===== src/hdl/ard_pkg.sv =====
// ----------------------------------------------------------------------------
// ard_pkg
// shared types and constants for the adaptive range decoder
// ----------------------------------------------------------------------------
`default_nettype none
package ard_pkg;
    localparam int NUM_SYMBOLS_DEF = 257;
    localparam logic [31:0] RESCALE_LIMIT = 32'h0001_0000;
    localparam logic [31:0] TOP_MASK      = 32'hFF00_0000;
    localparam logic [31:0] LOW16_MASK    = 32'h0000_FFFF;
    localparam logic [31:0] ALL_ONES      = 32'hFFFF_FFFF;

    typedef enum logic [1:0] {
        MODE_START  = 2'd0,
        MODE_FEED   = 2'd1,
        MODE_DECODE = 2'd2,
        MODE_NONE   = 2'd3
    } mode_t;

    typedef enum logic [1:0] {
        ST_OK      = 2'd0,
        ST_NEED    = 2'd1,
        ST_BEYOND  = 2'd2,
        ST_EXHAUST = 2'd3
    } status_t;

    typedef enum logic [1:0] {
        PH_IDLE = 2'd0,
        PH_A    = 2'd1,
        PH_B    = 2'd2
    } phase_t;

    typedef enum logic [3:0] {
        S_IDLE,
        S_CLEAR,
        S_DIV1,
        S_DIV2,
        S_SRCH,
        S_SRCH_W,
        S_UPD,
        S_BUMP,
        S_RESC,
        S_OUT
    } fsm_t;

    typedef struct packed {
        logic        start;
        logic [31:0] dividend;
        logic [31:0] divisor;
    } div_req_t;

    typedef struct packed {
        logic        busy;
        logic        done;
        logic [31:0] quotient;
    } div_rsp_t;
endpackage
`default_nettype wire


===== src/hdl/ard_div.sv =====
// ----------------------------------------------------------------------------
// ard_div
// 32-bit restoring divider, one quotient bit per cycle
// ----------------------------------------------------------------------------
`default_nettype none
module ard_div (
    input  wire logic          clk,
    input  wire logic          rst_n,
    input  wire ard_pkg::div_req_t req,
    output ard_pkg::div_rsp_t  rsp
);
    logic [31:0] rem_reg, rem_next;
    logic [31:0] quo_reg, quo_next;
    logic [31:0] dvs_reg, dvs_next;
    logic [5:0]  cnt_reg, cnt_next;
    logic        busy_reg, busy_next;
    logic        done_reg, done_next;
    logic [32:0] trial;

    always_comb
    begin
        rem_next  = rem_reg;
        quo_next  = quo_reg;
        dvs_next  = dvs_reg;
        cnt_next  = cnt_reg;
        busy_next = busy_reg;
        done_next = 1'b0;
        trial     = {rem_reg, quo_reg[31]} - {1'b0, dvs_reg};
        if (req.start)
        begin
            rem_next  = '0;
            quo_next  = req.dividend;
            dvs_next  = req.divisor;
            cnt_next  = 6'd32;
            busy_next = 1'b1;
        end
        else if (busy_reg)
        begin
            // shift one dividend bit into the partial remainder
            if (!trial[32])
            begin
                rem_next = trial[31:0];
                quo_next = {quo_reg[30:0], 1'b1};
            end
            else
            begin
                rem_next = {rem_reg[30:0], quo_reg[31]};
                quo_next = {quo_reg[30:0], 1'b0};
            end
            cnt_next = cnt_reg - 6'd1;
            if (cnt_reg == 6'd1)
            begin
                busy_next = 1'b0;
                done_next = 1'b1;
            end
        end
    end

    always_ff @(posedge clk or negedge rst_n)
    begin
        if (!rst_n)
        begin
            cnt_reg  <= '0;
            busy_reg <= 1'b0;
            done_reg <= 1'b0;
        end
        else
        begin
            cnt_reg  <= cnt_next;
            busy_reg <= busy_next;
            done_reg <= done_next;
        end
    end

    always_ff @(posedge clk)
    begin
        rem_reg <= rem_next;
        quo_reg <= quo_next;
        dvs_reg <= dvs_next;
    end

    assign rsp.busy     = busy_reg;
    assign rsp.done     = done_reg;
    assign rsp.quotient = quo_reg;
endmodule
`default_nettype wire


===== config.mk =====
export PLATFORM = sky130hd
export DESIGN_NAME = ard_div
export DESIGN_NICKNAME = d
export VERILOG_FILES = /design/src/hdl/ard_pkg.sv /design/src/hdl/ard_div.sv
export SDC_FILE = /design/constraint.sdc
export NUM_CORES = 1
export LEC_CHECK = 0
export ABC_AREA = 1
export BUFFER_PORTS_ARGS = -buffer_cell sky130_fd_sc_hd__buf_2
export CAP_MARGIN = 20
export CORE_MARGIN = 2
export CORE_UTILIZATION = 40
export DETAILED_ROUTE_END_ITERATION = 8
export GPL_TIMING_DRIVEN = 1
export PLACE_DENSITY = 0.7
export REMOVE_ABC_BUFFERS = 1
export SKIP_CTS_REPAIR_TIMING = 1
export SLEW_MARGIN = 40
export SYNTH_ARGS = -nofsm -noshare
export SYNTH_HDL_FRONTEND = slang
export SYNTH_SLANG_ARGS = --single-unit

===== constraint.sdc =====
create_clock -name clk -period 3.2 [get_ports clk]
set_input_delay 0.48 -clock clk [delete_from_list [all_inputs] [get_ports clk]]
set_output_delay 0.48 -clock clk [all_outputs]
set_load 0.005 [all_outputs]

==> results of run 1 <==
[synth_stat cells, types with 3 or more instances]
cell and number:
nand2_1 456, inv_1 204, edfxtp_1 64, nand3_1 60
nor2_1 45, ha_1 34, dfxtp_1 32, a21oi_1 22
xnor2_1 13, clkbuf_1 11, nand2_2 10, nand4_1 10
dfrtp_1 8, o21ai_0 8, and2_1 7, nor3_1 6
buf_6 5, nor2_2 5, buf_4 4, nand2_4 3
o21bai_1 3
[final cells by class]
type / count / area, sq um / area share (%)
clock buffer: 9 / 225 / 2.83
clock inverter: 7 / 75.1 / 0.944
inverter: 207 / 777 / 9.77
multi-input combinational: 697 / 3280 / 41.3
sequential: 104 / 2760 / 34.7
tap: 225 / 282 / 3.54
timing repair buffer: 106 / 548 / 6.89
[stage by stage]
step | total power, uW | hold WS [ns] | area, sq um | setup WS [ns]
final | 6050 | 0.281 | 7950 | 0.553
after global routing | 6670 | 0.268 | 7950 | 0.309
after CTS | 6090 | -0.0624 | 7940 | 0.532
after detailed placement | 4950 | 0.339 | 7640 | 0.554
after global placement | 4900 | 0.334 | 7640 | 0.650
after floorplan | 4190 | 0.184 | 6820 | 0.425
[critical path: stages (launching register included)]
cell	delay (ns)
edfxtp_1	0.34
inv_1	0.06
ha_1	0.22
fa_1	0.43
inv_1	0.11
nand2_1	0.06
nand2_1	0.11
nand3_1	0.08
nand2_1	0.12
nand2_1	0.07
nand2_2	0.08
nand2_2	0.07
nand2_2	0.10
nand2_2	0.07
nand2_4	0.31
o21ai_0	0.13
[where the power goes]
part	switching (uW)	internal, uW	total [uW]
Sequential	200	1720	1920
Clock	562	553	1110
Combinational	1950	1060	3010
Total	2720	3330	6050
[per-layer routing]
metal / share of wire, % / track usage, % / vias up
met3: 5.6 / 4.23 / 19
li1: - / - / 3308
met5: 0 / 0 / -
met2: 44 / 31.0 / 161
met4: 1.8 / 6.42 / 0
met1: 48 / 25.3 / 2720
[cell families (layout without fill, tap and decap cells)]
kind of cell	Yosys count	after routing	share of synthesized area [%]
simple gates	610	610	36.1
buf+inv	227	329	13.0
flops	104	104	39.8
compound gates	37	37	2.83
fa+ha+maj	35	35	6.41
xor+xnor	15	15	1.89
[worst max path at each step]
stage | from | to | slack [ns]
6_report | quo_reg[31] | quo_reg[0] | 0.55
5_1_grt | quo_reg[31] | rem_reg[17] | 0.31
4_1_cts | quo_reg[31] | quo_reg[0] | 0.53
3_5_place_dp | quo_reg[31] | quo_reg[0] | 0.55
3_3_place_gp | quo_reg[31] | quo_reg[0] | 0.65
2_1_floorplan | req[64] | quo_reg[0] | 0.43
==> key figures, run 1 <==
Place
  • Port bufs: 100
  • DP HPWL: 12,500 um
  • Dpl cells: 1,338
  • GP Congestion: 0.957

Die
  • I/O pins: 101
  • Die area: 18,400 sq um
  • Standard-cell rows: 48
  • Initial core utilization: 40.6%
  • Die W: 136 um
  • Die height: 136 um
  • Core Area: 17,100 sq um

Logic synthesis
  • FFs w/ async S/R, synth: 7.69%
  • Yosys cell types: 34
  • Synth Register Bits: 104
  • Synthesized area: 6950 sq um
  • Cell type with the largest total area after synthesis: edfxtp_1
  • Post-synthesis sequential area ratio: 39.8%
  • Syn Inst Count: 1,028
  • Synth top area share: 27.7%
  • Ys Warns: 0
  • Synth Flop Type: edfxtp_1
  • Number of flops mapped to enable cells by yosys: 64
  • Area contributors post-synth: edfxtp_1 28%, nand2_1 25%, inv_1 11%, dfxtp_1 9.2%, ha_1 6.1%
  • Synthesized area per cell: 6.76 sq um

Critical path
  • CP Launch Type: register
  • WP data required: 3.29 ns
  • End of the worst register-to-register path: quo_reg[0]
  • Worst Path Max Fanout: 33
  • FF-to-FF Start: quo_reg[31]
  • WS Path Type: register to register
  • Crit path DAT: 2.74 ns
  • R2R Setup Slk: 0.55 ns
  • Reg2Reg Depth: 15
  • Crit. End Element: register

Clocking
  • Clock Tree Buf Depth: 2
  • Clock root cell: clkbuf_16
  • CTS H-tree depth: 3
  • CTS Buf Count: 9
  • Clk_lat worst skew: 0.37 ns
  • Clk sinks: 104
  • CTS tree: done
  • Clk pin slew, worst setup/hold paths: 0.08 ns

Power
  • Leak: 0.00447 uW
  • Power Dens Cells: 761 nW/um^2
  • VDD IR-drop max: 0.407 mV

Timing
  • Max Transition Viols Final: 0
  • Period utilization: 82.7%
  • Actual slew at the worst max-slew pin: 0.643 ns
  • Setup violations, final: 0
  • Slew headroom: 57.2%
  • Post-route setup TNS: 0 ns
  • Min cycle time layout: 2.65 ns
  • F_max: 378 MHz
  • Skew final: 0.0146 ns
  • Final Hold Fails: 0
  • RSZ-0062 raised after global routing: no

GRT
  • GR Overflow Total: 0
  • Gr usage total: 19.1%
  • Vias in the first global route: 5,938
  • Antenna violations before repair: 0
  • First-pass GRT wire length: 27,900 um
  • Pin count of the biggest net entering global routing: 58

Route
  • DR WL/cell: 12.1 um
  • DRT Pass-1 Iters: 7
  • Total number of vias: 6,208
  • Routed WL: 16,400 um
  • Initial drt markers: 395
  • Via density: 4.58
  • Drt drc: 0
  • Post-DRT Antenna Nets: 0

Layout
  • Final Core Density: 46.5%
  • Layout area overhead: 14.5%
  • Nets@finish: 1,227
  • FILL cells: 1,756
  • Layout Cells excl Fill: 1,355
  • Ant diodes: 0
  • Commonest non-fill, non-tap cell in the layout: nand2_1
  • Commonest non-fill, non-tap cells in the layout: 456 x nand2_1, 204 x inv_1, 100 x buf_2
  • Layout cells sized above 1: 12.7%

Hold path
  • Min-delay worst type: primary input to register
  • Worst Hold Depth: 1
  • Hold path startpoint: req[10]
  • Hold EP: dvs_reg[10]

Status
  • Outcome: complete, no violations

Run
  • Maxcap violations: 0
Power figures use the tool's default switching activity.
==> run 2: changes to the inputs <==
==> constraint.sdc (replaced) <==
create_clock -name clk -period 2.52 [get_ports clk]
set_input_delay 0.378 -clock clk [delete_from_list [all_inputs] [get_ports clk]]
set_output_delay 0.378 -clock clk [all_outputs]
set_load 0.005 [all_outputs]
==> run 2 against run 1 <==
Compared with the run above:
- count of clock-buffer cells in the layout did not move
- flip-flop and latch count stayed put
- maximum frequency up 9.8%
- utilization is 1.6 points higher
- clock power rose by 31%
- power rose by 38%
- global-route usage down 0.34 points
- worst hold slack worse by 0.10 ns
- register-to-register slack got worse by 0.44 ns
- via count up 2.3%
- cell area rose by 3.4%
- largest cell class unchanged
==> key figures, run 2 (synthesized netlist as in run 1, its figures left out) <==
Timing
  • Min cycle time layout: 2.41 ns
  • Max Transition Viols Final: 0
  • F_max: 415 MHz
  • Skew final: 0.0197 ns
  • Period utilization: 95.7%
  • Slew headroom: 66.8%
  • Final Hold Fails: 0
  • Setup violations, final: 0
  • Actual slew at the worst max-slew pin: 0.494 ns
  • Final Worst Setup Slack: 0.109 ns

Die
  • Standard-cell rows: 48
  • Die area: 18,400 sq um
  • Die height: 136 um
  • Die W: 136 um
  • I/O pins: 101
  • Initial core utilization: 40.6%
  • Core Area: 17,100 sq um

Clocking
  • Clock root cell: clkbuf_16
  • CTS tree: done
  • Clk pin slew, worst setup/hold paths: 0.09 ns
  • CTS Buf Count: 9
  • CTS H-tree depth: 3
  • Clock Tree Buf Depth: 2
  • Clk_lat worst skew: 0.37 ns
  • Clk sinks: 104

GRT
  • Gr usage total: 18.8%
  • GR met1 Demand/Resource: 24.5%
  • Vias in the first global route: 5,946
  • GR Overflow Total: 0
  • Gr busiest metal: met2
  • Antenna violations before repair: 0
  • First-pass GRT wire length: 27,500 um
  • M2 GR Usage: 30.8%
  • Pin count of the biggest net entering global routing: 35
  • Met3 Use GR: 4.64%

Place
  • Port bufs: 100
  • DP HPWL: 12,700 um
  • GP Congestion: 0.901
  • Post-place instance area: 7740 sq um
  • Post-place setup slack: 0.0474 ns
  • Dpl cells: 1,348

Critical path
  • WP data required: 2.64 ns
  • Worst Path Max Fanout: 5
  • WS Path Type: register to register
  • Crit. End Element: register
  • Crit path DAT: 2.53 ns
  • CP Launch Type: register

Layout
  • Final Core Density: 48.1%
  • Ant diodes: 0
  • Layout Cells excl Fill: 1,372
  • Fin area: 8230 sq um
  • FILL cells: 1,759
  • Layout area overhead: 18.4%
  • Layout cells sized above 1: 14.6%
  • Commonest non-fill, non-tap cell in the layout: nand2_1
  • Nets@finish: 1,244
  • Commonest non-fill, non-tap cells in the layout: 455 x nand2_1, 203 x inv_1, 100 x buf_2

Route
  • DRT Pass-1 Iters: 7
  • Post-DRT Antenna Nets: 0
  • Initial drt markers: 409
  • Routed WL: 17,100 um
  • Via density: 4.63
  • Total number of vias: 6,348
  • Drt drc: 0
  • DR WL/cell: 12.5 um

Status
  • Outcome: complete, no violations

Power
  • Leak: 0.00464 uW
  • VDD IR-drop max: 0.499 mV
  • Power Dens Cells: 1010 nW/um^2

Run
  • Maxcap violations: 0

Hold path
  • Min-delay worst type: primary input to register
## run 2: power by group
part	leakage, uW	internal [uW]	total, uW	switching (uW)
clock network	0.000146	709	1450	736
logic	0.00347	1720	4440	2720
registers	0.00102	2180	2440	259
## run 2: metal layers
layer / share of wire [%] / vias to the layer above
li1: - / 3354
met1: 47 / 2814
met2: 45 / 155
met3: 5.7 / 25
met4: 1.9 / 0
met5: 0 / -
## run 2: path summary, 6_finish.rpt
| path | from | endpoint | slack [ns] | cells past startpoint |
|---|---|---|---|---|
| setup / recovery | quo_reg[31] | quo_reg[0] | 0.11 | 16 |
| hold / removal | req[10] | dvs_reg[10] | 0.18 | 1 |
| setup reg to reg | quo_reg[31] | quo_reg[0] | 0.11 | 16 |
| hold reg to reg | rem_reg[1] | rem_reg[1] | 0.47 | 2 |
| max in group asynchronous | rst_n | cnt_reg[2] | 1.96 | 2 |
| min in group asynchronous | rst_n | done_reg | 0.37 | 2 |
## run 2: through the flow
step | hold WS (ns) | total power, uW | TNS (ns)
floorplan | 0.0824 | 5320 | -6.76
global placement | 0.235 | 6400 | 0
detailed placement | 0.237 | 6470 | 0
CTS | -0.170 | 7950 | -0.151
global route | 0.170 | 9080 | -0.286
finish | 0.179 | 8330 | 0
## run 2: final cells by class
cell class	count	area [sq um]	share of cell area, %
well taps	225	282	3.42
repair buffers	122	741	9.00
clock inverters	7	80.1	0.973
clock buffers	9	225	2.74
multi-input cells	698	3360	40.8
inverters	207	777	9.44
flip-flops and latches	104	2760	33.6
## run 2: worst max-delay path: stages, from the launching register on
cell and delay, ns:
edfxtp_1 0.35, inv_1 0.06, ha_2 0.19, fa_2 0.42, inv_2 0.07, nand2_1 0.06, nand2_2 0.09, nand3_1 0.07
nand2_1 0.09, nand2_1 0.07, nand2_2 0.09, nand2_4 0.08, nand2_4 0.09, nand2_4 0.07, nand2_8 0.14, buf_12 0.13
o21ai_0 0.09
